`src/rtl/rtd_r2t_pkg.sv`:
```
`timescale 1ns / 1ps
package rtd_r2t_pkg;

    localparam int WORD_W    = 16;
    localparam int CODE_W    = 15;
    localparam int CFG_W     = 20;
    localparam int CFG_IDX_W = 1;
    localparam int TEMP_W    = 18;
    localparam int NUM_W     = 35;
    localparam int DIV_W     = 32;
    localparam int DREM_W    = 20;
    localparam int X_W       = 31;
    localparam int QF        = 28;
    localparam int PROD_W    = 60;
    localparam int ACC_W     = 34;
    localparam int SQ_ARG_W  = 54;
    localparam int SQ_W      = 56;
    localparam int ROOT_W    = 27;
    localparam int TERM_W    = 38;
    localparam int QDIV_SH   = 35;
    localparam int PDIV_SH   = 39;

    // register indexes
    localparam logic [CFG_IDX_W-1:0] CFG_R_NOMINAL   = 1'd0;
    localparam logic [CFG_IDX_W-1:0] CFG_R_REFERENCE = 1'd1;

    localparam logic [CFG_W-1:0] R_NOMINAL_RST   = 20'd10000;
    localparam logic [CFG_W-1:0] R_REFERENCE_RST = 20'd43000;

    // inverse callendar-van dusen constants
    localparam logic [TERM_W-1:0] CVD_A2_E16 = 38'd152748088900;
    localparam logic [ROOT_W-1:0] CVD_A_S8   = 27'd100052480;
    localparam logic [26:0]       SCALE_1E8  = 27'd100000000;
    localparam logic [7:0]        CVD_4B     = 8'd231;
    localparam logic [DIV_W-1:0]  ROUND_BIAS = 32'd3696;
    localparam logic [DIV_W-1:0]  HALF_1E5   = 32'd50000;

    // reciprocals for the constant divides, exact for dividends below 2^27
    localparam logic [27:0] RECIP_231  = 28'd148743457;   // ceil(2^35 / 231)
    localparam logic [27:0] RECIP_3125 = 28'd175921861;   // ceil(2^39 / 3125)

    localparam logic [2:0] POLY_LAST = 3'd5;

    localparam logic signed [TEMP_W-1:0] TEMP_MIN = -18'sd25000;
    localparam logic signed [TEMP_W-1:0] TEMP_MAX = 18'sd100000;

    typedef struct packed {
        logic             fault;
        logic [NUM_W-1:0] num;
    } q_entry_t;

    typedef struct packed {
        logic              start;
        logic [DREM_W-1:0] rem0;
        logic [DIV_W-1:0]  dividend;
        logic [DREM_W-1:0] divisor;
    } div_req_t;

    typedef struct packed {
        logic                start;
        logic [SQ_ARG_W-1:0] arg;
    } sqrt_req_t;

    typedef enum logic [3:0] {
        ST_IDLE,
        ST_RANGE,
        ST_DIV_X,
        ST_BRANCH,
        ST_Q_TERM,
        ST_SQRT,
        ST_DIV_Q,
        ST_Q_QUOT,
        ST_P_MUL,
        ST_P_ADD,
        ST_P_ROUND,
        ST_DIV_P,
        ST_P_QUOT,
        ST_DONE
    } bk_state_t;

    // horner coefficients, highest power first
    function automatic logic signed [ACC_W-1:0] poly_coef(input logic [2:0] idx);
        logic signed [ACC_W-1:0] c;
        case (idx)
            3'd0:    c = 34'sd1524300;
            3'd1:    c = -34'sd2818300;
            3'd2:    c = -34'sd48260000;
            3'd3:    c = 34'sd258590000;
            3'd4:    c = 34'sd2222800000;
            3'd5:    c = -34'sd2420200000;
            default: c = '0;
        endcase
        return c;
    endfunction

    function automatic logic signed [TEMP_W-1:0] clamp_temp(input logic signed [ACC_W-1:0] v);
        logic signed [TEMP_W-1:0] r;
        if (v < -34'sd25000) begin
            r = TEMP_MIN;
        end else if (v > 34'sd100000) begin
            r = TEMP_MAX;
        end else begin
            r = v[TEMP_W-1:0];
        end
        return r;
    endfunction

endpackage

```
`src/rtl/rtd_r2t_front.sv`:
```
`timescale 1ns / 1ps
module rtd_r2t_front (
    input  logic                                aclk,
    input  logic                                aresetn,
    input  logic                                s_valid,
    output logic                                s_ready,
    input  logic [rtd_r2t_pkg::WORD_W-1:0]      s_rtd_word,
    input  logic [rtd_r2t_pkg::CFG_W-1:0]       r_reference_i,
    input  logic                                pop_i,
    output logic                                q_valid_o,
    output rtd_r2t_pkg::q_entry_t               q_entry_o
);
    import rtd_r2t_pkg::*;

    q_entry_t   entry_mem [2];
    q_entry_t   entry_in;
    logic [1:0] count_reg;
    logic       wr_ptr_reg;
    logic       rd_ptr_reg;
    logic       push;
    logic       pop;

    // classify and form code * r_reference
    assign entry_in.fault = s_rtd_word[0];
    assign entry_in.num   = NUM_W'(s_rtd_word[WORD_W-1:1]) * NUM_W'(r_reference_i);

    assign s_ready   = (count_reg != 2'd2);
    assign push      = s_valid && s_ready;
    assign q_valid_o = (count_reg != 2'd0);
    assign pop       = pop_i && q_valid_o;
    assign q_entry_o = entry_mem[rd_ptr_reg];

    always_ff @(posedge aclk) begin
        if (!aresetn) begin
            count_reg  <= 2'd0;
            wr_ptr_reg <= 1'b0;
            rd_ptr_reg <= 1'b0;
        end else begin
            if (push) begin
                wr_ptr_reg <= ~wr_ptr_reg;
            end
            if (pop) begin
                rd_ptr_reg <= ~rd_ptr_reg;
            end
            if (push && !pop) begin
                count_reg <= count_reg + 2'd1;
            end else if (pop && !push) begin
                count_reg <= count_reg - 2'd1;
            end
        end
    end

    always_ff @(posedge aclk) begin
        if (push) begin
            entry_mem[wr_ptr_reg] <= entry_in;
        end
    end

endmodule

```
`config.mk`:
```
export PLATFORM = sky130hd
export DESIGN_NAME = rtd_r2t_front
export DESIGN_NICKNAME = d
export VERILOG_FILES = /design/src/rtl/rtd_r2t_pkg.sv /design/src/rtl/rtd_r2t_front.sv
export SDC_FILE = /design/constraint.sdc
export NUM_CORES = 1
export LEC_CHECK = 0
export BUFFER_PORTS_ARGS = -buffer_cell sky130_fd_sc_hd__buf_2
export CAP_MARGIN = 15
export CORE_ASPECT_RATIO = 1.4
export CORE_MARGIN = 4
export CORE_UTILIZATION = 60
export CTS_CLUSTER_SIZE = 16
export DETAILED_ROUTE_END_ITERATION = 10
export GPL_TIMING_DRIVEN = 1
export PLACE_DENSITY = 0.84
export RECOVER_POWER = 100
export SLEW_MARGIN = 15
export SYNTH_ARGS = -nofsm -noshare
export SYNTH_HDL_FRONTEND = slang
export SYNTH_SLANG_ARGS = --single-unit
```
`constraint.sdc`:
```
create_clock -name aclk -period 12.09 [get_ports aclk]
set_clock_uncertainty 0.05 [all_clocks]
set_input_delay 2.418 -clock aclk [delete_from_list [all_inputs] [get_ports aclk]]
set_output_delay 2.418 -clock aclk [all_outputs]
set_load 0.01 [all_outputs]
```
Yosys cells after proc, flatten, opt, wreduce, memory -nomap -nowiden
Memory sizes are Yosys's and may differ from the RTL's. A register that Yosys moved wholly into a read port is not among the register bits. Cells that the tools add are included.

Register bits after elaboration: 4. Bits in writable memories: 72. Input port bits: 40. Output and inout port bits: 38. Memories kept: 1.

Memory list: entry_mem (words 2, width 36, rd ports 1, clocked after Yosys merged registers in 1, wr ports 1, line rtd_r2t_front.sv:15) `q_entry_t entry_mem [2];`.

Add/subtract/negate cells: 2. Multipliers: 1. Equality and inequality tests: 1. Mux-type cells: 6. Bitwise logic cells: 2. Reductions and logical operators: 8.

Operators with widths (count): 15-bit by 20-bit multiplier with 35-bit output (1); 1-bit logical AND (4); 1-bit two-way mux (4); 2-bit two-way mux (2); 2-bit nonzero test (2); 2-bit by 1-bit adder with 2-bit output, second input constant (1); 1-bit logical NOT (2); 2-bit inequality test, second input constant (1); 1-bit NOT (2); 2-bit by 1-bit subtractor with 2-bit output, second input constant (1).

Longest topological paths before layout
Gate-level depths: netlist of the first run.

Depth after elaboration: 6. Mapped depth: 23.

Worst setup path before layout of the first run
OpenSTA, ideal clock, no wires.

Path type: in2reg. From: input r_reference_i[10] in the netlist's numbering. To: memory entry_mem[0][32] in the netlist's numbering, data pin. Setup time: 0.276 ns. Arrival: 7.684 ns. Required time: 11.764 ns. Slack: 4.080 ns. Cell stages on the path: 22. Buffers on the path: 2. Path through: clkbuf_1 > and2_1 > fa_1 > inv_1 > fa_1 > inv_1 > fa_1 > inv_1 > fa_1 > inv_1 > fa_1 > inv_1 > fa_1 > inv_1 > ha_1 > buf_2 > and4_1 > a41oi_2 > a21oi_2 > o41ai_4 > o21a_2 > o211ai_1.

RTL lines: from (decl) (line rtd_r2t_front.sv:8) `input logic [rtd_r2t_pkg::CFG_W-1:0] r_reference_i,`; to (decl) (line rtd_r2t_front.sv:15).

==> results.md, run 1 <==
* # setup viols final at 0
* Max_cap viols at 3
* Crit Path Class: input pin to flip-flop
* Synth Area per Inst at 10.0 µm²
* Failing checks: max-capacitance violations, max-slew violations
* Worst min path class: flip-flop to flip-flop
* Max Freq at 113 MHz
* Worst endpoint required time at 12080 ps
* First-pass GRT wire length at 48400 µm
* Register bit total from synthesis at 77
* Max reg flops at 72
* Ys flop type: edfxtp_1
* Setup TNS at 0 ps
* GRT Overall Usage at 0.251
* DRT iter0 DRCs at 517
* Crit path max fanout at 20
* Clock Sinks at 77
* Final hold violation count at 0
* Clock Pin Slew Worst Setup and Hold Paths at 60 ps
* Worst skew pair latency at 320 ps
* H-tree depth at 3
* RD Place Congestion at 0.878
* Vias in the first global route at 10500
* DIE WIDTH at 132 µm
* Via count at 9096
* Most frequent cells in the layout: inv_1, fa_1, and2_1, nand2_1, ha_1
* Mapped Cells at 1278
* Slew at the pin with the worst max-slew slack at 3070 ps
* Syn-to-layout area delta at 5.05%
* Commonest non-fill, non-tap cell in the layout: inv_1
* Antenna violations before repair at 1
* Layout cells sized above 1 at 0.0747
* Critical Path Start Type: input pin
* Wire per inst at 18.2 µm
* Area of the multi-input gates at 9360 µm²
* Sequential cell area at 2260 µm²
* Distinct cells, synth at 58
* Mapped Area at 12800 µm²
* Initial DRT Pass Iterations at 6
* Fillcell total at 1718
* Unrepaired setup endpoints after global routing: no
* Postcts setup bufs at 0
* CTS tree: yes
* Routed vias/inst at 5.79
* Synthesized Nets at 1650
* Relative slew slack at -1.06
* Async set or reset register ratio after synthesis at 0
* Post-DP HPWL at 23100 µm
* Initial Utilization at 0.607
* Number of synthesis warnings at 0
* Total Wirelength at 28600 µm
* Post-cts hold buffer count at 0
* I/O pins at 78
* Register area share after synthesis at 0.177
* Number of routed nets with antenna violations at 0
* Port buffer count at 77
* Die area at 23800 µm²
* Final critical-path share of the clock period at 0.734
* Post_cts resized at 0
* Status: finished with violations
* Cts bufs inserted at 9
* Core ar. at 21100 µm²
* Worst setup EP type: flip-flop
* Final net count at 1679
* Min Tclk post-route at 8880 ps
* CTS root buf: clkbuf_16
* DRC at 0
* Die Ht at 181 µm
* Max Slew Vio Count at 110
* Largest net degree at the start of global routing at 38
* Clock Tree Buf Depth at 2
* Total gr overflow at 0
* Placement Rows at 63
* Critical path arrival at 8860 ps
* N_diodes at 0
* EDFF count, synth at 72
## final cells by class
cell class              instances  area share
repair buffers                 79      0.0263
flip-flops and latches         77       0.168
well taps                     260      0.0242
multi-input cells             902       0.695
clock inverters                 5     0.00279
inverters                     238      0.0664
clock buffers                  11      0.0173
## synthesized netlist by cell type, drive strengths merged, types with 4 or more instances
cell      n  share of area
nor2b     4         0.0020
ha      100          0.098
nor2     22         0.0064
o21ai    13         0.0054
o21a      6         0.0036
a21o     17          0.010
o21bai    5         0.0029
a211oi   11         0.0080
mux2     37          0.033
nor3     15         0.0075
nand3     9         0.0035
a21oi    27          0.011
edfxtp   72           0.17
clkbuf   57          0.017
o211ai    4         0.0023
nand2b    7         0.0034
inv     238          0.070
dfxtp     5         0.0078
and3      7         0.0034
buf       4         0.0016
nand2   153          0.045
and2    172          0.084
fa      232           0.36
xor2     13         0.0089
xnor2    14         0.0096
or3       4         0.0020
## routing by layer
metal,share of wire,global-route usage
met1,0.33,0.261
met2,0.57,0.484
met3,0.040,0.0315
met4,0.057,0.135
met5,0.00063,0
## worst paths after layout
kind / from / cells past startpoint / slack [ps] / endpoint
max: s_rtd_word[1] / 19 / 3210 / entry_mem[1][32]$_DFFE_PP_
min: count_reg[1]$_SDFFE_PN0P_ / 2 / 460 / count_reg[1]$_SDFFE_PN0P_
max reg2reg: count_reg[0]$_SDFFE_PN0P_ / 3 / 8690 / entry_mem[0][27]$_DFFE_PP_
min reg2reg: count_reg[1]$_SDFFE_PN0P_ / 2 / 460 / count_reg[1]$_SDFFE_PN0P_
## critical path, stage by stage
cell,delay (ps)
clkbuf_1,620
nand2_1,190
fa_1,560
fa_1,550
inv_1,50
fa_1,480
fa_1,550
fa_1,500
inv_1,50
fa_1,470
inv_1,40
ha_1,370
a21oi_1,160
o22ai_1,90
nor3_1,360
a21oi_1,190
o41ai_1,780
o21a_2,290
o211ai_1,140
## stage by stage
stage / instances / utilization / hold WS [ps] / setup WS [ps] / cell area, µm²
6_report: 1572 / 0.637 / 461 / 3210 / 13500
5_1_grt: 1572 / 0.637 / 506 / 2840 / 13500
4_1_cts: 1572 / 0.643 / 461 / 3980 / 13600
3_5_place_dp: 1556 / 0.630 / 451 / 3690 / 13300
3_3_place_gp: 1556 / 0.630 / 436 / 3700 / 13300
2_1_floorplan: 1278 / - / 423 / 4080 / 12800
## kinds of logic (layout without fill, tap and decap cells)
| group | count (synthesis) | count (layout) | synth area share |
|---|---|---|---|
| adders and majority gates | 332 | 332 | 0.460 |
| buffers and inverters | 299 | 333 | 0.0880 |
| xor gates and xnor gates | 27 | 27 | 0.0185 |
| DFF | 77 | 77 | 0.177 |
| AOI/OAI and AO/OA | 100 | 100 | 0.0580 |
| muxes | 39 | 39 | 0.0341 |
| and+or+nand+nor | 404 | 404 | 0.165 |
Power of run 1 is left out: the tool's default activity adds up to more than one toggle a clock period on the data nets, which glitch-free logic cannot reach.
==> inputs of run 2 (changes only) <==
--- a/config.mk
+++ b/config.mk
@@ -5,6 +5,7 @@
 export SDC_FILE = /design/constraint.sdc
 export NUM_CORES = 1
 export LEC_CHECK = 0
+export ABC_AREA = 1
 export BUFFER_PORTS_ARGS = -buffer_cell sky130_fd_sc_hd__buf_2
 export CAP_MARGIN = 15
 export CORE_ASPECT_RATIO = 1.4
==> constraint.sdc (replaced) <==
create_clock -name aclk -period 8.5 [get_ports aclk]
set_clock_uncertainty 0.05 [all_clocks]
set_input_delay 1.7 -clock aclk [delete_from_list [all_inputs] [get_ports aclk]]
set_output_delay 1.7 -clock aclk [all_outputs]
set_load 0.01 [all_outputs]
==> run 2 against run 1 <==
  * First-iteration DRC count is 53% higher
  * The run still ends with max-capacitance violations, max-slew violations left
  * Critical endpoint is now entry_mem[0][33]$_DFFE_PP_
  * Final area is 5.6% higher
  * Via count rose by 14%
  * Clock-buffer cell count unchanged
  * Critical path depth up 3
==> results.md, run 2 <==
* Synth Area in Simple Gates at 0.178
* Synthesized Nets at 2057
* Routed vias/inst at 5.11
* Async set or reset register ratio after synthesis at 0
* Final critical-path share of the clock period at 0.836
* Setup TNS at 0 ps
* Critical path arrival at 7130 ps
* Die Ht at 185 µm
* Most frequent cells in the layout: nand2_1, inv_1, fa_1, ha_1, edfxtp_1
* Register bit total from synthesis at 77
* Crit Path Class: input pin to flip-flop
* Unrepaired setup endpoints after global routing: no
* Post-DP HPWL at 25000 µm
* I/O pins at 78
* Commonest non-fill, non-tap cell in the layout: nand2_1
* Antenna violations before repair at 0
* Max reg flops at 72
* Area contributors post-synth: fa_1, edfxtp_1, nand2_1
* # setup viols final at 0
* Via count at 10300
* Synth Area in Compound Gates at 0.0123
* RD Place Congestion at 0.907
* Worst reg2reg setup slack at 5210 ps
* CTS root buf: clkbuf_16
* Register area share after synthesis at 0.168
* Clock Pin Slew Worst Setup and Hold Paths at 60 ps
* Failing checks: max-capacitance violations, max-slew violations
* Slowest CP cell: clkbuf_1
* Total Wirelength at 30500 µm
* Critical Path Max Stage Delay at 750 ps
* Yosys top cell area share at 0.346
* Core ar. at 21900 µm²
* Syn-to-layout area delta at 5.82%
* Vias in the first global route at 11300
* Layout cells sized above 1 at 0.0522
* Wire per inst at 15.1 µm
* Synth Area per Inst at 7.97 µm²
* Mapped Area at 13400 µm²
* Initial Utilization at 0.612
* Final net count at 2092
* Worst endpoint required time at 8520 ps
* Ys flop type: edfxtp_1
* DRT iter0 DRCs at 793
* Distinct cells, synth at 23
* Worst min path class: flip-flop to flip-flop
* Combinational family with the most area after synthesis: adder cells
* Crit path top cell by count: nand2_1
* EDFF count, synth at 72
* Synth area leader: fa_1
* Post-synthesis adder-cell area fraction at 0.439
* First-pass GRT wire length at 52400 µm
* Post-cts hold buffer count at 0
* Port buffer count at 77
* Max_cap viols at 3
* Worst setup EP type: flip-flop
* N_diodes at 0
* Mux cell area share after synthesis at 0.0302
* Clock Sinks at 77
* Critical Path Start Type: input pin
* Synth cell count leaders: nand2_1, inv_1, fa_1
* DRC at 0
* Max Slew Vio Count at 112
* Cell with the most instances after synthesis: nand2_1
* Number of synthesis warnings at 0
* Die area at 24900 µm²
* Clock Tree Buf Depth at 2
* Final hold violation count at 0
* Post_cts resized at 0
* CP top delay family: adder cells
* Postcts setup bufs at 0
* Number of routed nets with antenna violations at 0
* Mapped Cells at 1685
* Placement Rows at 64
* Status: finished with violations
* Worst skew pair latency at 320 ps
* Min Tclk post-route at 7110 ps
* Initial DRT Pass Iterations at 5
* Largest net degree at the start of global routing at 38
* CTS tree: yes
* Total gr overflow at 0
* DIE WIDTH at 134 µm
* Crit path cell chain: clkbuf_1 > nand2_1 > fa_1 > fa_1 > inv_1 > fa_1 > fa_1 > fa_1 > inv_1 > fa_1 > inv_1 > ha_1 > nand2_1 > inv_1 > nand2_1 > nand2_1 > a21oi_1 > nand2_1 > nand2_1 > nand2_1 > nand2_1 > nand2_1
* GRT Overall Usage at 0.262
* Fillcell total at 1876
* Buffers plus inverters on the worst setup path at 5
* Max Freq at 141 MHz
* Xor/xnor share of the synthesized area at 0.0117
* H-tree depth at 3
* Slew at the pin with the worst max-slew slack at 2980 ps
* Relative slew slack at -0.997
* Crit path max fanout at 20
* Cts bufs inserted at 9
run 2: cell count changes in the layout (fill, tap and decap cells not counted), moves of 9 or more:
cell / previous run / this run
nand2_1: 153 / 539
inv_1: 238 / 518
and2_1: 163 / 0
nor2_1: 22 / 41
nand3_1: 9 / 27
a21o_1: 17 / 1
xnor2_1: 14 / 3
a211oi_1: 10 / 0
nor3_1: 14 / 4
and2_0: 9 / 0
run 2: worst min-delay path: stages (launching register included):
cell and delay, ps:
dfxtp_1 300, inv_1 70, a21oi_1 60
run 2: cells by family after synthesis:
| kind of cell | count (synthesis) |
|---|---|
| AOI/OAI and AO/OA | 32 |
| xor gates and xnor gates | 18 |
| adders and majority gates | 332 |
| buffers and inverters | 572 |
| DFF | 77 |
| muxes | 36 |
| and+or+nand+nor | 618 |
run 2: final timing paths:
kind                                                 from                    endpoint  cells past startpoint
worst max-delay path                        s_rtd_word[1]  entry_mem[0][33]$_DFFE_PP_                     22
worst min-delay path              rd_ptr_reg$_SDFFE_PN0P_     rd_ptr_reg$_SDFFE_PN0P_                      2
worst max register to register  count_reg[0]$_SDFFE_PN0P_   entry_mem[1][6]$_DFFE_PP_                      4
worst min register to register    rd_ptr_reg$_SDFFE_PN0P_     rd_ptr_reg$_SDFFE_PN0P_                      2
run 2: layout make-up:
cell class / count / area, µm² / area share
inverters: 518 / 1940 / 0.137
flip-flops and latches: 77 / 2260 / 0.159
clock inverters: 5 / 58.8 / 0.00414
repair buffers: 78 / 344 / 0.0242
multi-input cells: 1036 / 9000 / 0.633
clock buffers: 11 / 233 / 0.0164
well taps: 297 / 372 / 0.0261
run 2: metrics by stage:
stage                     area [µm²]  worst slack [ps]  utilization  hold WS, ps  cells
after floorplan                13400              1880            -          397   1685
after global placement         14000              1590        0.638          407   2006
after detailed placement       14000              1470        0.638          417   2006
after CTS                      14300              1800        0.652          426   2022
after global routing           14200               994        0.648          480   2022
final                          14200              1390        0.648          424   2022
run 2: layer usage:
layer | global-route usage | routed length [µm] | part of all wire | up-vias
met5 | 0 | 0 | 0 | -
met4 | 0.106 | 1160 | 0.038 | 0
met3 | 0.0307 | 1800 | 0.059 | 100
met2 | 0.482 | 15900 | 0.52 | 399
met1 | 0.313 | 11600 | 0.38 | 4969
li1 | - | - | - | 4860
Power of run 2 is left out for the same reason.
==> inputs of run 3 (changes only) <==
--- a/config.mk
+++ b/config.mk
@@ -10,7 +10,7 @@
 export CAP_MARGIN = 15
 export CORE_ASPECT_RATIO = 1.4
 export CORE_MARGIN = 4
-export CORE_UTILIZATION = 60
+export CORE_UTILIZATION = 58
 export CTS_CLUSTER_SIZE = 16
 export DETAILED_ROUTE_END_ITERATION = 10
 export GPL_TIMING_DRIVEN = 1
==> constraint.sdc (replaced) <==
create_clock -name aclk -period 6 [get_ports aclk]
set_clock_uncertainty 0.05 [all_clocks]
set_input_delay 1.2 -clock aclk [delete_from_list [all_inputs] [get_ports aclk]]
set_output_delay 1.2 -clock aclk [all_outputs]
set_load 0.01 [all_outputs]
==> run 3 against run 2 <==
  * The flow still finishes with violations (max-capacitance violations, max-slew violations)
  * Worst setup slack lost 1300 ps
  * Die area up 3.3%
  * First-iteration DRC count up 12%
  * Worst hold slack improved by 2.3 ps
  * Clock-buffer cell count fell by 1
  * Routed wire length grew 7.4%
  * Largest cell class unchanged
==> results.md, run 3 (synthesis results as in run 2) <==
* N_diodes at 0
* Critical Path Max Stage Delay at 550 ps
* Relative slew slack at -1.01
* Setup crit start: r_reference_i[12]
* Worst min path class: flip-flop to flip-flop
* Crit path max fanout at 11
* Min Tclk post-route at 5890 ps
* Commonest non-fill, non-tap cell in the layout: inv_1
* Slew at the pin with the worst max-slew slack at 3010 ps
* Via count at 11000
* Max Freq at 170 MHz
* GRT Overall Usage at 0.258
* Crit path top cell by count: fa_1
* Die Ht at 188 µm
* Crit Path Class: input pin to flip-flop
* CTS tree: yes
* Final critical-path share of the clock period at 0.982
* DIE WIDTH at 137 µm
* Port buffer count at 77
* Syn-to-layout area delta at 16.7%
* Status: finished with violations
* Die area at 25700 µm²
* Final hold violation count at 0
* CTS root buf: clkbuf_16
* Routed vias/inst at 5.15
* Number of routed nets with antenna violations at 0
* Initial DRT Pass Iterations at 6
* Worst endpoint required time at 6110 ps
* Clock Pin Slew Worst Setup and Hold Paths at 60 ps
* # setup viols final at 0
* Area of the multi-input gates at 9490 µm²
* Max reg flops at 72
* Slowest CP cell: fa_1
* R2R depth at 4
* Setup TNS at 0 ps
* Initial Utilization at 0.592
* WHS Path Cells at 2
* Most frequent cells in the layout: inv_1, nand2_1, fa_1, buf_4, ha_1
* Core ar. at 22700 µm²
* Largest net degree at the start of global routing at 38
* Fillcell total at 1690
* Clock Tree Buf Depth at 2
* H-tree depth at 3
* Reg-to-reg critical path startpoint: count_reg[0]$_SDFFE_PN0P_
* Final net count at 2194
* Failing checks: max-capacitance violations, max-slew violations
* Sequential cell area at 2260 µm²
* Unrepaired setup endpoints after global routing: yes
* Clock Sinks at 77
* Placement Rows at 65
* Post-DP HPWL at 27000 µm
* DRT iter0 DRCs at 889
* Vias in the first global route at 11700
* Critical Path Start Type: input pin
* First-pass GRT wire length at 53400 µm
* Antenna violations before repair at 0
* Worst setup EP type: flip-flop
* RD Place Congestion at 0.920
* Post-cts hold buffer count at 0
* Hold Crit Start: rd_ptr_reg$_SDFFE_PN0P_
* Critical path arrival at 6000 ps
* Max Slew Vio Count at 112
* Crit path cell chain: buf_4 > nand2_1 > inv_1 > fa_1 > inv_1 > fa_1 > inv_1 > fa_1 > inv_1 > fa_1 > fa_1 > fa_1 > inv_1 > ha_4 > nand2_2 > buf_4 > nor2_1 > nand2_1 > nand2_2 > buf_4 > xor2_2
* Total Wirelength at 32700 µm
* Cts bufs inserted at 9
* Total gr overflow at 0
* I/O pins at 78
* DRC at 0
* Max_cap viols at 3
* Wire per inst at 15.4 µm
* Worst skew pair latency at 330 ps
* Layout cells sized above 1 at 0.171
-- run 3: changes by cell type in the layout (fill, tap and decap cells not counted), moves of 10 or more --
cell	previous run	this run
ha_1	100	86
buf_2	41	16
inv_1	518	499
nand2_1	539	487
nand2_2	1	45
nor2_1	41	30
buf_6	0	10
a21oi_2	0	10
buf_4	0	102
a21oi_1	25	12
inv_2	0	19
ha_4	0	11
-- run 3: per-stage QoR --
| step | instances | hold WS, ps | util | cell area (µm²) | setup slack (ps) |
|---|---|---|---|---|---|
| after floorplan | 1685 | 397 | - | 13500 | 7.23 |
| after global placement | 2103 | 407 | 0.649 | 14700 | -334 |
| after detailed placement | 2103 | 422 | 0.649 | 14700 | -431 |
| after CTS | 2121 | 428 | 0.664 | 15100 | 1.73 |
| after global routing | 2128 | 465 | 0.691 | 15700 | -56.1 |
| final | 2128 | 426 | 0.691 | 15700 | 109 |
-- run 3: final timing paths --
path,endpoint,slack (ps)
setup / recovery,entry_mem[1][15]$_DFFE_PP_,110
setup reg to reg,entry_mem[1][5]$_DFFE_PP_,2720
hold reg to reg,flip-flop,430
hold / removal,flip-flop,430
-- run 3: routing by layer --
metal  GRT usage  vias up  part of all wire
met3      0.0309      129             0.055
met1       0.304     5323              0.36
met2       0.466      457              0.54
li1            -     5057                 -
met4       0.112        0             0.045
met5           0        -                 0
-- run 3: critical path: cells and delay by family --
kind	cells	cell delay (ps)
XOR/XNOR	1	180
adder cells (fa/ha/maj)	7	3340
buffers and inverters	8	750
AND/OR/NAND/NOR	5	520
-- run 3: timing repair --
item	CTS	global route
cloned	0	0
gates resized for setup	9	193
setup buffers	2	9
endpoints found under the setup margin	16	50
pin swaps	1	45
-- run 3: layout make-up --
class,instances,area share
clock buffer,10,0.0146
clock inverter,6,0.00399
inverter,518,0.124
multi-input combinational,1036,0.605
sequential,77,0.144
tap,301,0.0240
timing repair buffer,180,0.0835
Power of run 3 is left out for the same reason.
