--- config.mk ---
export PLATFORM = sky130hd
export DESIGN_NAME = rtd_r2t_divider
export DESIGN_NICKNAME = d
export VERILOG_FILES = /design/src/rtl/rtd_r2t_pkg.sv /design/src/rtl/rtd_r2t_divider.sv
export SDC_FILE = /design/constraint.sdc
export NUM_CORES = 1
export LEC_CHECK = 0
export ABC_CLOCK_PERIOD_IN_PS = 5690
export BUFFER_PORTS_ARGS = -buffer_cell sky130_fd_sc_hd__buf_4
export CELL_PAD_IN_SITES_DETAIL_PLACEMENT = 1
export CELL_PAD_IN_SITES_GLOBAL_PLACEMENT = 1
export CORE_AREA = 8 8 132 134
export CTS_BUF_LIST = sky130_fd_sc_hd__clkbuf_8 sky130_fd_sc_hd__clkbuf_16
export CTS_CLUSTER_DIAMETER = 100
export DETAILED_ROUTE_END_ITERATION = 12
export DIE_AREA = 0 0 140 142
export PLACE_DENSITY_LB_ADDON = 0.2
export SETUP_SLACK_MARGIN = 0.1
export SLEW_MARGIN = 20
export SYNTH_ARGS = -nofsm -noshare
export SYNTH_HDL_FRONTEND = slang
export SYNTH_SLANG_ARGS = --single-unit
export TNS_END_PERCENT = 20
--- constraint.sdc ---
create_clock -name aclk -period 5.69 [get_ports aclk]
set_input_delay 1.138 -clock aclk [delete_from_list [all_inputs] [get_ports aclk]]
set_output_delay 1.138 -clock aclk [all_outputs]
set_load 0.03 [all_outputs]
--- src/rtl/rtd_r2t_pkg.sv ---
`timescale 1ns / 1ps
package rtd_r2t_pkg;

    localparam int WORD_W    = 16;
    localparam int CODE_W    = 15;
    localparam int CFG_W     = 20;
    localparam int CFG_IDX_W = 1;
    localparam int TEMP_W    = 18;
    localparam int NUM_W     = 35;
    localparam int DIV_W     = 32;
    localparam int DREM_W    = 20;
    localparam int X_W       = 31;
    localparam int QF        = 28;
    localparam int PROD_W    = 60;
    localparam int ACC_W     = 34;
    localparam int SQ_ARG_W  = 54;
    localparam int SQ_W      = 56;
    localparam int ROOT_W    = 27;
    localparam int TERM_W    = 38;
    localparam int QDIV_SH   = 35;
    localparam int PDIV_SH   = 39;

    // register indexes
    localparam logic [CFG_IDX_W-1:0] CFG_R_NOMINAL   = 1'd0;
    localparam logic [CFG_IDX_W-1:0] CFG_R_REFERENCE = 1'd1;

    localparam logic [CFG_W-1:0] R_NOMINAL_RST   = 20'd10000;
    localparam logic [CFG_W-1:0] R_REFERENCE_RST = 20'd43000;

    // inverse callendar-van dusen constants
    localparam logic [TERM_W-1:0] CVD_A2_E16 = 38'd152748088900;
    localparam logic [ROOT_W-1:0] CVD_A_S8   = 27'd100052480;
    localparam logic [26:0]       SCALE_1E8  = 27'd100000000;
    localparam logic [7:0]        CVD_4B     = 8'd231;
    localparam logic [DIV_W-1:0]  ROUND_BIAS = 32'd3696;
    localparam logic [DIV_W-1:0]  HALF_1E5   = 32'd50000;

    // reciprocals for the constant divides, exact for dividends below 2^27
    localparam logic [27:0] RECIP_231  = 28'd148743457;   // ceil(2^35 / 231)
    localparam logic [27:0] RECIP_3125 = 28'd175921861;   // ceil(2^39 / 3125)

    localparam logic [2:0] POLY_LAST = 3'd5;

    localparam logic signed [TEMP_W-1:0] TEMP_MIN = -18'sd25000;
    localparam logic signed [TEMP_W-1:0] TEMP_MAX = 18'sd100000;

    typedef struct packed {
        logic             fault;
        logic [NUM_W-1:0] num;
    } q_entry_t;

    typedef struct packed {
        logic              start;
        logic [DREM_W-1:0] rem0;
        logic [DIV_W-1:0]  dividend;
        logic [DREM_W-1:0] divisor;
    } div_req_t;

    typedef struct packed {
        logic                start;
        logic [SQ_ARG_W-1:0] arg;
    } sqrt_req_t;

    typedef enum logic [3:0] {
        ST_IDLE,
        ST_RANGE,
        ST_DIV_X,
        ST_BRANCH,
        ST_Q_TERM,
        ST_SQRT,
        ST_DIV_Q,
        ST_Q_QUOT,
        ST_P_MUL,
        ST_P_ADD,
        ST_P_ROUND,
        ST_DIV_P,
        ST_P_QUOT,
        ST_DONE
    } bk_state_t;

    // horner coefficients, highest power first
    function automatic logic signed [ACC_W-1:0] poly_coef(input logic [2:0] idx);
        logic signed [ACC_W-1:0] c;
        case (idx)
            3'd0:    c = 34'sd1524300;
            3'd1:    c = -34'sd2818300;
            3'd2:    c = -34'sd48260000;
            3'd3:    c = 34'sd258590000;
            3'd4:    c = 34'sd2222800000;
            3'd5:    c = -34'sd2420200000;
            default: c = '0;
        endcase
        return c;
    endfunction

    function automatic logic signed [TEMP_W-1:0] clamp_temp(input logic signed [ACC_W-1:0] v);
        logic signed [TEMP_W-1:0] r;
        if (v < -34'sd25000) begin
            r = TEMP_MIN;
        end else if (v > 34'sd100000) begin
            r = TEMP_MAX;
        end else begin
            r = v[TEMP_W-1:0];
        end
        return r;
    endfunction

endpackage

--- src/rtl/rtd_r2t_divider.sv ---
`timescale 1ns / 1ps
module rtd_r2t_divider (
    input  logic                             aclk,
    input  logic                             aresetn,
    input  rtd_r2t_pkg::div_req_t            req_i,
    output logic                             done_o,
    output logic [rtd_r2t_pkg::DIV_W-1:0]    quot_o
);
    import rtd_r2t_pkg::*;

    localparam logic [3:0] STEP_LAST = 4'(DIV_W / 2 - 1);

    logic              busy_reg;
    logic              done_reg;
    logic [3:0]        cnt_reg;
    logic [DREM_W-1:0] rem_reg;
    logic [DIV_W-1:0]  dvd_reg;
    logic [DIV_W-1:0]  quot_reg;
    logic [DREM_W-1:0] dvs_reg;

    logic [DREM_W:0]   r1, r2;
    logic [DREM_W-1:0] rem1, rem2;
    logic              b1, b2;

    // two restoring steps per cycle
    always_comb begin
        r1   = {rem_reg, dvd_reg[DIV_W-1]};
        b1   = (r1 >= {1'b0, dvs_reg});
        rem1 = b1 ? DREM_W'(r1 - {1'b0, dvs_reg}) : r1[DREM_W-1:0];
        r2   = {rem1, dvd_reg[DIV_W-2]};
        b2   = (r2 >= {1'b0, dvs_reg});
        rem2 = b2 ? DREM_W'(r2 - {1'b0, dvs_reg}) : r2[DREM_W-1:0];
    end

    assign done_o = done_reg;
    assign quot_o = quot_reg;

    always_ff @(posedge aclk) begin
        if (!aresetn) begin
            busy_reg <= 1'b0;
            done_reg <= 1'b0;
            cnt_reg  <= 4'd0;
        end else begin
            done_reg <= 1'b0;
            if (req_i.start) begin
                busy_reg <= 1'b1;
                cnt_reg  <= 4'd0;
            end else if (busy_reg) begin
                cnt_reg <= cnt_reg + 4'd1;
                if (cnt_reg == STEP_LAST) begin
                    busy_reg <= 1'b0;
                    done_reg <= 1'b1;
                end
            end
        end
    end

    always_ff @(posedge aclk) begin
        if (req_i.start) begin
            rem_reg  <= req_i.rem0;
            dvd_reg  <= req_i.dividend;
            dvs_reg  <= req_i.divisor;
            quot_reg <= '0;
        end else if (busy_reg) begin
            rem_reg  <= rem2;
            dvd_reg  <= {dvd_reg[DIV_W-3:0], 2'b00};
            quot_reg <= {quot_reg[DIV_W-3:0], b1, b2};
        end
    end

endmodule

# Yosys cells after proc, flatten, opt, wreduce, memory -nomap -nowiden
# Cells that the tools add are included.
# Widths: inputs -> output; s select.
# classes
n_addsub	3
n_mul	0
n_div	0
n_lt_le_gt_ge	2
eq_ne	1
shifts	0
muxes	10
bitwise	2
reduce_logical	3
# op_table
operator	count
$mux 20	4
$mux 32	2
$ge 21x20->1	2
$sub 20x20->20	2
$add 4x1->4 const B	1
$eq 4x4->1 const B	1
$mux 1	4
$reduce_or 3->1	1
$not 1->1	2
$reduce_bool 2->1	1
$reduce_or 2->1	1
# totals
ff_bits	110
latch_bits	0
ramBits	0
romBits	0
out_inout_bits	33
memories	0

# Logic depth before layout (Yosys ltp)
# Gate-level depths: netlist of the first run.
# depth
depth_word	6
ltp_mapped	23

# Worst setup path after synthesis of the first run
# No wires, ideal clock.
# synth_path
kind	flip-flop to flip-flop
startpoint	reg dvs_reg[1]
endpoint	reg rem_reg[4] (data pin)
arrival_ps	4913
t_required_ps	5430
slack_ps	517
stages_incl_launch_ff	21
path_buffers	1
period_less_slack_ps	5173
path_cell_list	edfxtp_1 -> inv_1 -> ha_1 -> nor2b_1 -> o31a_1 -> o311a_1 -> o31ai_2 -> and2_1 -> o21ai_1 -> buf_4 -> mux2_4 -> ha_1 -> a21o_1 -> a21o_1 -> or3_1 -> o21ai_0 -> o21ba_2 -> o21ai_0 -> a22oi_4 -> mux2_2 -> mux2_2
# synth_via
elab_chain_cells	6
word_cells_on_any_way	8
classes_between	add/sub: 2; order compare: 2; mux: 4
# synth_rtl
item	line	source
start, declared	rtd_r2t_divider.sv:19	logic [DREM_W-1:0] dvs_reg;
start signal, assigned	rtd_r2t_divider.sv:62	dvs_reg <= req_i.divisor;
$sub 20x20->20 / $ge 21x20->1 (equally long branches)	rtd_r2t_divider.sv:29, rtd_r2t_divider.sv:28	
$mux 20	rtd_r2t_divider.sv:29	rem1 = b1 ? DREM_W'(r1 - {1'b0, dvs_reg}) : r1[DREM_W-1:0];
$sub 20x20->20 / $ge 21x20->1 (equally long branches)	rtd_r2t_divider.sv:32, rtd_r2t_divider.sv:31	
$mux 20 *	rtd_r2t_divider.sv:32	rem2 = b2 ? DREM_W'(r2 - {1'b0, dvs_reg}) : r2[DREM_W-1:0];
$mux 20 *	rtd_r2t_divider.sv:64	end else if (busy_reg) begin
$mux 20 *	rtd_r2t_divider.sv:59	if (req_i.start) begin
end signal, assigned	rtd_r2t_divider.sv:60	rem_reg <= req_i.rem0;
end signal, assigned	rtd_r2t_divider.sv:65	rem_reg <= rem2;
end, declared	rtd_r2t_divider.sv:16	logic [DREM_W-1:0] rem_reg;
# Mark *: on every way between the ends. The rest lies on a longest branch, timed or not. The select of a mux whose other input is x is not followed.
# A chain may end at the register's enable or synchronous reset.

# Worst setup path after layout of the first run
# layout_path
startpoint	reg rem_reg[9]
endpoint	reg rem_reg[8] (data pin)
# layout_via
elab_chain_cells	6
word_cells_on_any_way	8
classes_between	add/sub: 2; order compare: 2; mux: 4
# layout_rtl
item	line
$ge 21x20->1 / $sub 20x20->20 (equally long branches)	rtd_r2t_divider.sv:28, rtd_r2t_divider.sv:29
$mux 20 *	rtd_r2t_divider.sv:29
$sub 20x20->20 / $ge 21x20->1 (equally long branches)	rtd_r2t_divider.sv:32, rtd_r2t_divider.sv:31
$mux 20 *	rtd_r2t_divider.sv:32
$mux 20 *	rtd_r2t_divider.sv:64
$mux 20 *	rtd_r2t_divider.sv:59
# Marked as above.

==> results of run 1 <==
## timing repair
| action | in CTS | in global routing |
|---|---|---|
| resized for setup | 3 | 17 |
| pin swaps | 0 | 4 |
| endpoints found under the setup margin | 6 | 20 |
| buffers inserted | 0 | 10 |
## layer usage
layer	GRT usage	vias up	wire [microns]
met5	0	-	0
met4	0.0760	0	447
met3	0.0647	30	1370
met2	0.325	134	9260
met1	0.209	2595	7650
li1	-	2588	-
## cell usage after synthesis, types with 4 or more instances
| cell type | number | area [sq um] |
|---|---|---|
| nor2_1 | 58 | 218 |
| o21ai_0 | 14 | 70.1 |
| nor3b_1 | 4 | 30.0 |
| o21a_1 | 6 | 45.0 |
| xnor2_1 | 18 | 158 |
| o21ai_1 | 4 | 20.0 |
| a2bb2oi_1 | 12 | 105 |
| inv_1 | 34 | 128 |
| a21oi_1 | 48 | 240 |
| dfxtp_1 | 38 | 761 |
| nand3b_1 | 5 | 37.5 |
| ha_1 | 41 | 513 |
| nand3_1 | 12 | 60.1 |
| mux2_2 | 46 | 518 |
| a211oi_1 | 5 | 37.5 |
| nand2_1 | 28 | 105 |
| nor3_1 | 14 | 70.1 |
| nand2b_1 | 15 | 93.8 |
| a21o_1 | 15 | 113 |
| or2_2 | 5 | 31.3 |
| nor4_1 | 4 | 25.0 |
| edfxtp_1 | 72 | 2160 |
| mux2i_1 | 37 | 370 |
| o211ai_1 | 7 | 52.6 |
| clkbuf_1 | 16 | 60.1 |
| and2_1 | 6 | 37.5 |
| xor2_1 | 12 | 105 |
| nor2b_1 | 5 | 31.3 |
## layout by cell type, fill, tap and decap left out, types with 6 or more instances in the layout
| cell | netlist | layout |
|---|---|---|
| mux2i_1 | 37 | 37 |
| o21ai_0 | 14 | 13 |
| dfxtp_1 | 38 | 37 |
| xor2_1 | 12 | 12 |
| clkbuf_16 | 0 | 10 |
| a21o_1 | 15 | 15 |
| buf_4 | 2 | 129 |
| a2bb2oi_1 | 12 | 12 |
| nand2b_1 | 15 | 15 |
| nand2_1 | 28 | 28 |
| mux2_2 | 46 | 46 |
| ha_1 | 41 | 39 |
| nor3_1 | 14 | 14 |
| inv_1 | 34 | 33 |
| nor2_1 | 58 | 57 |
| xnor2_1 | 18 | 18 |
| a21oi_1 | 48 | 47 |
| nand3_1 | 12 | 12 |
| o211ai_1 | 7 | 7 |
| edfxtp_1 | 72 | 72 |
| o21a_1 | 6 | 6 |
## logic make-up (layout without fill, tap and decap cells)
group	Yosys count	in the layout	synth area share
fa+ha+maj	43	43	0.0826
mux	84	84	0.135
xor+xnor	30	30	0.0392
buf+inv	59	181	0.0366
flops	110	110	0.436
simple gates	171	171	0.127
compound gates	142	142	0.143
## power by group through the flow
| stage | Clock, W | Sequential, W | Combinational, W |
|---|---|---|---|
| final | 0.000674 | 0.00110 | 0.00378 |
| after global routing | 0.000719 | 0.00111 | 0.00414 |
| after CTS | 0.000692 | 0.00110 | 0.00357 |
| after detailed placement | 0 | 0.00112 | 0.00352 |
| after global placement | 0 | 0.00111 | 0.00339 |
| after floorplan | 0 | 0.00110 | 0.00265 |
## cell type report
class,instances,area share
Multi-Input combinational cell,470,0.440
Inverter,35,0.0160
Sequential cell,110,0.356
Clock buffer,10,0.0305
Tap cell,192,0.0293
Clock inverter,6,0.00853
Timing Repair Buffer,130,0.119
## worst paths after layout
check | from | end | slack, ns | depth (start not counted)
hold / removal | cnt_reg[3] | done_o | 0.49 | 2
setup reg to reg | rem_reg[9] | rem_reg[8] | 0.25 | 20
hold reg to reg | cnt_reg[3] | done_o | 0.49 | 2
setup / recovery | rem_reg[9] | rem_reg[8] | 0.25 | 20
## worst min-delay path: cells and delay by family (launching register included)
kind          cells  cell delay, ns
simple gates      2            0.11
flops             1            0.34
## stage by stage
stage | total power (W) | std cells | utilization | setup WS, ns
floorplan | 0.00375 | 639 | - | 0.517
global placement | 0.00450 | 927 | 0.501 | 0.0763
detailed placement | 0.00464 | 927 | 0.501 | 0.00252
CTS | 0.00536 | 943 | 0.522 | 0.0950
global route | 0.00597 | 953 | 0.532 | -0.00916
finish | 0.00555 | 953 | 0.532 | 0.254
==> impl_metrics.json, run 1 <==
{
  "max_slew_margin": 0.413,
  "synth-edff-count": 72,
  "cts.hold.buffers_added": 0,
  "synthCells": 639,
  "leakagePower_nw": 3.45,
  "die-width_microns": 140,
  "cap_viol_max_count": 0,
  "insertion_delay_to_the_later_sink_of_the_worst_skew_pair_ns": 0.37,
  "first_global_vias": 5871,
  "placed_instance_area_sq_um": 7730,
  "power_per_cell_area_nw_per_um2": 676,
  "max_slew.worst_pin.slew_ns": 0.881,
  "floorplan.io_pins": 108,
  "worstSetupPathType": "register to register",
  "grt_pass1_wl_microns": 29600,
  "grt-ovfl-total": 0,
  "timing.final.max_slew_violations": 0,
  "synth_warnings": 0,
  "ff_latch_area_sq_um": 2920,
  "clock-root-buffer": "clkbuf_16",
  "clkPwrFrac": 0.121,
  "antenna-diode-count": 0,
  "yosysSeqAreaShare": 0.436,
  "fill_cell_instance_count_of_the_final_layout": 1691,
  "final_net_count": 874,
  "largest_clock_skew_in_the_final_design_ns": 0.0110,
  "grt_max_degree": 79,
  "finalWeightedCongestion": 0.898,
  "outcome": "completed",
  "cts_h_tree_depth": 3,
  "floorplan.rows": 46,
  "totalNegativeSetupSlack_ns": 0,
  "synth_flop_cell": "edfxtp_1",
  "vdd_ir_drop_max_mv": 0.261,
  "timing.hold.worst.class": "register to register",
  "initial_core_util": 0.434,
  "die_height_microns": 142,
  "core_sq_um": 15400,
  "p_switching_w": 0.00249,
  "syn_to_final_growth_pct": 22.6,
  "crit_path_max_incr_delay_ns": 0.44,
  "finalCritPeriodShare": 0.955,
  "drt_pass1_iterations": 4,
  "io_buffers": 107,
  "mappedNetlistNets": 757,
  "dp_hpwl_microns": 13900,
  "multi_input_comb_area_sq_um": 3620,
  "path_buf_inv": 3,
  "drt-wirelength-per-cell_microns": 19.6,
  "cts_buffer_depth": 2,
  "timing.critical_path.required_ns": 5.80,
  "timing.critical_path.to_type": "register",
  "power_frac_seq": 0.198,
  "cts_made_buffers": 9,
  "syn-mean-instance-area_sq_um": 10.5,
  "antenna_found_initial": 0,
  "synth.distinct_cells": 62,
  "timing.critical_path.slowest_stage_cell": "edfxtp_1",
  "routed_wirelength_microns": 18700,
  "crit_chain": "ha_1 > nand2_1 > nor4_2 > o311a_1 > o31ai_4 > and2_4 > o21ai_1 > buf_4 > mux2_2 > ha_1 > and3_2 > nand2_1 > o21ai_0 > o21ba_4 > o21ai_0 > a22oi_4 > buf_4 > buf_4 > a21oi_1 > a2bb2oi_1",
  "holdWs_ns": 0.491,
  "layout-drive-gt1-share": 0.288,
  "worstPathMaxFanout": 12,
  "tritoncts_num_sinks": 110,
  "grt_util_all_layers": 0.188,
  "dr.first_iter.drc_count": 195,
  "cp_common_cell": "buf_4",
  "detailroute.via_count": 5347,
  "synth_seq_cells": 110,
  "swShare": 0.449,
  "combinationalPowerShare": 0.681,
  "antenna_viol_nets_final": 0,
  "setup_viol": 0,
  "path_clk_slew_ns": 0.08,
  "timing.final.crit_period_ns": 5.44,
  "fp.dieArea_sq_um": 19900,
  "cp_top_family": "compound AO/OA/AOI/OAI gates",
  "layout.cell_area.non_filler_sq_um": 8210,
  "clock_tree_from_tritoncts": "done",
  "start_kind": "register",
  "worst_ep_arrival_time_ns": 5.55,
  "max_clock_freq_mhz": 184,
  "synth_area_sq_um": 6700,
  "vias_per_cell": 5.61,
  "remaining_drcs": 0,
  "internal_power_w": 0.00306,
  "synthArstFlopShare": 0,
  "final_hold_violating_endpoints": 0
}
(Power assumes the default switching activity.)
==> run 2, diff against run 1 <==
--- a/config.mk
+++ b/config.mk
@@ -5,15 +5,15 @@
 export SDC_FILE = /design/constraint.sdc
 export NUM_CORES = 1
 export LEC_CHECK = 0
-export ABC_CLOCK_PERIOD_IN_PS = 5690
+export ABC_CLOCK_PERIOD_IN_PS = 6400
 export BUFFER_PORTS_ARGS = -buffer_cell sky130_fd_sc_hd__buf_4
 export CELL_PAD_IN_SITES_DETAIL_PLACEMENT = 1
 export CELL_PAD_IN_SITES_GLOBAL_PLACEMENT = 1
-export CORE_AREA = 8 8 132 134
+export CORE_AREA = 8 8 128 130
 export CTS_BUF_LIST = sky130_fd_sc_hd__clkbuf_8 sky130_fd_sc_hd__clkbuf_16
 export CTS_CLUSTER_DIAMETER = 100
 export DETAILED_ROUTE_END_ITERATION = 12
-export DIE_AREA = 0 0 140 142
+export DIE_AREA = 0 0 136 138
 export PLACE_DENSITY_LB_ADDON = 0.2
 export SETUP_SLACK_MARGIN = 0.1
 export SLEW_MARGIN = 20
==> constraint.sdc (replaced) <==
create_clock -name aclk -period 6.4 [get_ports aclk]
set_input_delay 1.28 -clock aclk [delete_from_list [all_inputs] [get_ports aclk]]
set_output_delay 1.28 -clock aclk [all_outputs]
set_load 0.03 [all_outputs]
==> run 2 against run 1 <==
Effect of this change:
- routed wire length shrank 3.3%
- global-route usage is 0.86 points higher
- combinational power is 17% lower
- clock skew up 0.0019 ns
- first-iteration DRC count grew 57%
- cell area fell by 2.5%
- final cell count fell by 2.2%
- total power is 15% lower
- die area is 5.6% lower
- critical endpoint is now rem_reg[4]
- largest power group unchanged
==> impl_metrics.json, run 2 (same netlist as run 1, synthesis figures left out) <==
{
  "cap_viol_max_count": 0,
  "core_sq_um": 14300,
  "numPlacedInstances": 916,
  "die_height_microns": 138,
  "timing.critical_path.required_ns": 6.51,
  "max_slew_margin": 0.503,
  "grt_util_all_layers": 0.196,
  "insertion_delay_to_the_later_sink_of_the_worst_skew_pair_ns": 0.36,
  "first_global_vias": 5716,
  "leakagePower_nw": 3.37,
  "power_per_cell_area_nw_per_um2": 587,
  "layout_commonest_cell": "buf_4",
  "finalNonFillerCells": 932,
  "timing.critical_path.to_type": "register",
  "final_hold_violating_endpoints": 0,
  "floorplan.rows": 44,
  "clock-root-buffer": "clkbuf_16",
  "worstPathMaxFanout": 9,
  "fill_cell_instance_count_of_the_final_layout": 1607,
  "drt-wirelength-per-cell_microns": 19.4,
  "vdd_ir_drop_max_mv": 0.227,
  "grt_max_degree": 61,
  "max_slew.worst_pin.slew_ns": 0.740,
  "vias_per_cell": 5.67,
  "remaining_drcs": 0,
  "largest_clock_skew_in_the_final_design_ns": 0.0129,
  "max_clock_freq_mhz": 168,
  "cts_buffer_depth": 2,
  "totalNegativeSetupSlack_ns": 0,
  "dp_hpwl_microns": 13700,
  "finalWeightedCongestion": 0.888,
  "crit_path_max_incr_delay_ns": 0.50,
  "clock_tree_from_tritoncts": "done",
  "worstSetupPathType": "register to register",
  "timing.hold.worst.class": "register to register",
  "routed_wirelength_microns": 18100,
  "setup.reg_to_reg.worst_slack_ns": 0.44,
  "worst_ep_arrival_time_ns": 6.07,
  "postCtsResizedCells": 0,
  "postLayoutSetupSlackWorst_ns": 0.443,
  "post-cts-setup-buffer-count": 0,
  "timing.final.crit_period_ns": 5.96,
  "fp.dieArea_sq_um": 18800,
  "timing.critical_path.slowest_stage_cell": "o21ai_1",
  "tritoncts_num_sinks": 110,
  "syn_to_final_growth_pct": 19.5,
  "antenna_found_initial": 0,
  "initial_core_util": 0.468,
  "pwr_total_w": 0.00470,
  "grt_pass1_wl_microns": 29700,
  "dr.first_iter.drc_count": 306,
  "multi_input_comb_area_sq_um": 3530,
  "drt_pass1_iterations": 4,
  "cts_made_buffers": 9,
  "floorplan.io_pins": 108,
  "final_net_count": 861,
  "cts_h_tree_depth": 3,
  "outcome": "completed",
  "antenna_viol_nets_final": 0,
  "setup_viol": 0,
  "die-width_microns": 136,
  "path_buf_inv": 1,
  "antenna-diode-count": 0,
  "crit_chain": "ha_1 > nand2_1 > nor4_1 > o311a_1 > o31ai_2 > and2_1 > o21ai_1 > buf_4 > mux2_2 > ha_1 > a21o_1 > or3_1 > o21ai_0 > o21ba_2 > o21ai_0 > a22oi_4 > mux2_2 > mux2_2",
  "dp_slack_ns": 0.536,
  "finalCritPeriodShare": 0.931,
  "ff_latch_area_sq_um": 2920,
  "layout-drive-gt1-share": 0.258,
  "timing.final.max_slew_violations": 0,
  "layout_common_cells": "117 x buf_4, 72 x edfxtp_1, 58 x nor2_1",
  "cp_top_family": "compound AO/OA/AOI/OAI gates",
  "cts.hold.buffers_added": 0,
  "grt_setup_unrepaired": "no",
  "grt-ovfl-total": 0,
  "detailroute.via_count": 5289,
  "path_clk_slew_ns": 0.08,
  "io_buffers": 107,
  "cp_common_cell": "mux2_2",
  "start_kind": "register"
}
run 2: final timing paths:
check,depth (start not counted),from,to
max reg2reg,18,rem_reg[8],rem_reg[4]
max,18,rem_reg[8],rem_reg[4]
min,2,quot_o[30],quot_o[30]
min reg2reg,2,quot_o[30],quot_o[30]
run 2: stage by stage:
step / area [sq um] / utilization / hold slack [ns]
2_1_floorplan: 6700 / - / 0.439
3_3_place_gp: 7690 / 0.538 / 0.454
3_5_place_dp: 7690 / 0.538 / 0.495
4_1_cts: 8000 / 0.559 / 0.518
5_1_grt: 8000 / 0.559 / 0.529
6_report: 8000 / 0.559 / 0.511
run 2: final cells by class:
cell class,instances,area share
Clock inverter,6,0.00719
Clock buffer,10,0.0313
Multi-Input combinational cell,470,0.441
Sequential cell,110,0.365
Inverter,35,0.0164
Timing Repair Buffer,117,0.110
Tap cell,184,0.0288
run 2: worst register-to-register path, stage by stage, from the launching register on:
cell,delay (ns)
edfxtp_1,0.40
ha_1,0.39
nand2_1,0.15
nor4_1,0.47
o311a_1,0.29
o31ai_2,0.08
and2_1,0.20
o21ai_1,0.50
buf_4,0.31
mux2_2,0.37
ha_1,0.38
a21o_1,0.25
or3_1,0.38
o21ai_0,0.26
o21ba_2,0.24
o21ai_0,0.13
a22oi_4,0.30
mux2_2,0.36
mux2_2,0.26
run 2: where the power goes:
group	total (W)	internal [W]	switching, W
clock	0.000584	0.000297	0.000287
sequential	0.000980	0.000919	0.0000612
combinational	0.00313	0.00138	0.00176
total	0.00470	0.00259	0.00210
run 2: routing by layer:
metal / vias to the layer above / track usage / routed length (microns)
met4: 0 / 0.0555 / 339
met1: 2569 / 0.227 / 7630
met5: - / 0 / 0
met3: 28 / 0.0652 / 1230
li1: 2570 / - / -
met2: 122 / 0.337 / 8900
==> run 3, diff against run 2 <==
--- a/config.mk
+++ b/config.mk
@@ -9,11 +9,10 @@
 export BUFFER_PORTS_ARGS = -buffer_cell sky130_fd_sc_hd__buf_4
 export CELL_PAD_IN_SITES_DETAIL_PLACEMENT = 1
 export CELL_PAD_IN_SITES_GLOBAL_PLACEMENT = 1
-export CORE_AREA = 8 8 128 130
+export CORE_AREA = 8 8 134 124
 export CTS_BUF_LIST = sky130_fd_sc_hd__clkbuf_8 sky130_fd_sc_hd__clkbuf_16
-export CTS_CLUSTER_DIAMETER = 100
 export DETAILED_ROUTE_END_ITERATION = 12
-export DIE_AREA = 0 0 136 138
+export DIE_AREA = 0 0 142 132
 export PLACE_DENSITY_LB_ADDON = 0.2
 export SETUP_SLACK_MARGIN = 0.1
 export SLEW_MARGIN = 20
==> run 3 against run 2 <==
Effect of this change:
- clock power grew 4.1%
- via count up 0.59%
- combinational power is essentially flat
- largest power group unchanged
==> impl_metrics.json, run 3 (same netlist as run 1, synthesis figures left out) <==
{
  "fill_cell_instance_count_of_the_final_layout": 1588,
  "postLayoutSetupSlackWorst_ns": 0.596,
  "antenna-diode-count": 0,
  "leakagePower_nw": 3.37,
  "clock_tree_from_tritoncts": "done",
  "die-width_microns": 142,
  "max_slew.worst_pin.slew_ns": 0.725,
  "cts_made_buffers": 9,
  "worst_r2r_endpoint": "rem_reg[15]",
  "hold_depth": 2,
  "fp.dieArea_sq_um": 18700,
  "post-cts-setup-buffer-count": 0,
  "cts_h_tree_depth": 3,
  "timing.final.crit_period_ns": 5.80,
  "r2r.worst_path.cells": 20,
  "cts_buffer_depth": 2,
  "worstPathMaxFanout": 18,
  "grt_util_all_layers": 0.199,
  "die_height_microns": 132,
  "worstSetupPathType": "register to register",
  "outcome": "completed",
  "grt_pass1_wl_microns": 30000,
  "detailroute.via_count": 5320,
  "startpoint_of_the_worst_register_to_register_path": "rem_reg[8]",
  "worst_ep_arrival_time_ns": 5.91,
  "antenna_viol_nets_final": 0,
  "totalNegativeSetupSlack_ns": 0,
  "cap_viol_max_count": 0,
  "antenna_found_initial": 0,
  "final_net_count": 860,
  "routed_wirelength_microns": 18500,
  "layout-drive-gt1-share": 0.256,
  "max_slew_margin": 0.514,
  "drt-wirelength-per-cell_microns": 19.5,
  "grt_setup_unrepaired": "no",
  "finalCritPeriodShare": 0.907,
  "initial_core_util": 0.467,
  "layout_common_cells": "116 x buf_4, 72 x edfxtp_1, 58 x nor2_1",
  "clock-root-buffer": "clkbuf_16",
  "path_clk_slew_ns": 0.09,
  "layout_commonest_cell": "buf_4",
  "dp_hpwl_microns": 13600,
  "timing.critical_path.required_ns": 6.51,
  "io_buffers": 107,
  "floorplan.rows": 42,
  "min_delay_worst_endpoint": "done_o",
  "postCtsResizedCells": 0,
  "syn_to_final_growth_pct": 19.7,
  "timing.critical_path.to_type": "register",
  "vias_per_cell": 5.63,
  "remaining_drcs": 0,
  "cts.hold.buffers_added": 0,
  "setup.reg_to_reg.worst_slack_ns": 0.60,
  "finalWeightedCongestion": 0.917,
  "setup_viol": 0,
  "largest_clock_skew_in_the_final_design_ns": 0.00954,
  "final_hold_violating_endpoints": 0,
  "vdd_ir_drop_max_mv": 0.236,
  "dr.first_iter.drc_count": 215,
  "timing.hold.worst.class": "register to register",
  "grt_max_degree": 58,
  "power_per_cell_area_nw_per_um2": 591,
  "max_clock_freq_mhz": 172,
  "timing.final.max_slew_violations": 0,
  "drt_pass1_iterations": 5,
  "insertion_delay_to_the_later_sink_of_the_worst_skew_pair_ns": 0.36,
  "hp-start": "cnt_reg[3]",
  "tritoncts_num_sinks": 110,
  "core_sq_um": 14300,
  "floorplan.io_pins": 108,
  "grt-ovfl-total": 0,
  "dp_slack_ns": 0.712,
  "first_global_vias": 5850,
  "start_kind": "register"
}
-- run 3: cell types whose count changed in the layout (fill, tap and decap cells not counted) --
cell       before  now
buf_4         117  116
bufinv_16       0    1
clkbuf_16      10    9
clkinv_1        1    2
clkinv_4        1    0
inv_4           1    0
inv_8           0    1
-- run 3: worst max path at each step --
stage                              to  cells past startpoint   startpoint  slack (ns)
after floorplan            rem_reg[4]                     20   dvs_reg[1]        1.23
after global placement    rem_reg[13]                     21  dvd_reg[31]        0.93
after detailed placement  rem_reg[15]                     20   rem_reg[8]        0.71
after CTS                 rem_reg[15]                     20   rem_reg[8]        0.65
after global routing      rem_reg[15]                     20   rem_reg[8]        0.18
final                     rem_reg[15]                     20   rem_reg[8]        0.60
-- run 3: layout make-up --
cell class	instances	area [sq um]	area share
Clock buffer	9	225	0.0281
Clock inverter	7	87.6	0.0109
Sequential cell	110	2920	0.365
Inverter	35	131	0.0164
Timing Repair Buffer	116	871	0.109
Multi-Input combinational cell	470	3530	0.440
Tap cell	198	248	0.0309
-- run 3: report_power, final --
group / internal (W) / leakage [nW] / switching, W
clock: 0.000314 / 0.153 / 0.000295
sequential: 0.000919 / 1.03 / 0.0000647
combinational: 0.00137 / 2.19 / 0.00178
-- run 3: worst max-delay path: stages (launching register included) --
cell      delay [ns]
edfxtp_1        0.44
ha_1            0.41
nand2_1         0.18
nor4_1          0.44
o311a_1         0.28
o31ai_2         0.08
and2_1          0.19
o21ai_1         0.16
buf_4           0.24
mux2_4          0.32
ha_1            0.33
a21o_1          0.20
a21o_1          0.21
or3_1           0.33
o21ai_0         0.27
o21ba_2         0.27
o21ai_0         0.17
a22oi_4         0.34
buf_4           0.30
nor4b_1         0.09
a221o_1         0.30
-- run 3: stage by stage --
step | power (W) | hold slack, ns | instances | instance area [sq um] | utilization
2_1_floorplan | 0.00333 | 0.439 | 639 | 6700 | -
3_3_place_gp | 0.00393 | 0.450 | 929 | 7700 | 0.537
3_5_place_dp | 0.00408 | 0.469 | 929 | 7700 | 0.537
4_1_cts | 0.00472 | 0.482 | 945 | 8020 | 0.559
5_1_grt | 0.00508 | 0.527 | 945 | 8020 | 0.559
6_report | 0.00474 | 0.483 | 945 | 8020 | 0.559
-- run 3: routing by layer --
metal / vias up / GRT usage / wire, microns
li1: 2551 / - / -
met1: 2631 / 0.230 / 7950
met2: 121 / 0.343 / 9080
met3: 17 / 0.0644 / 1160
met4: 0 / 0.0555 / 264
met5: - / 0 / 0
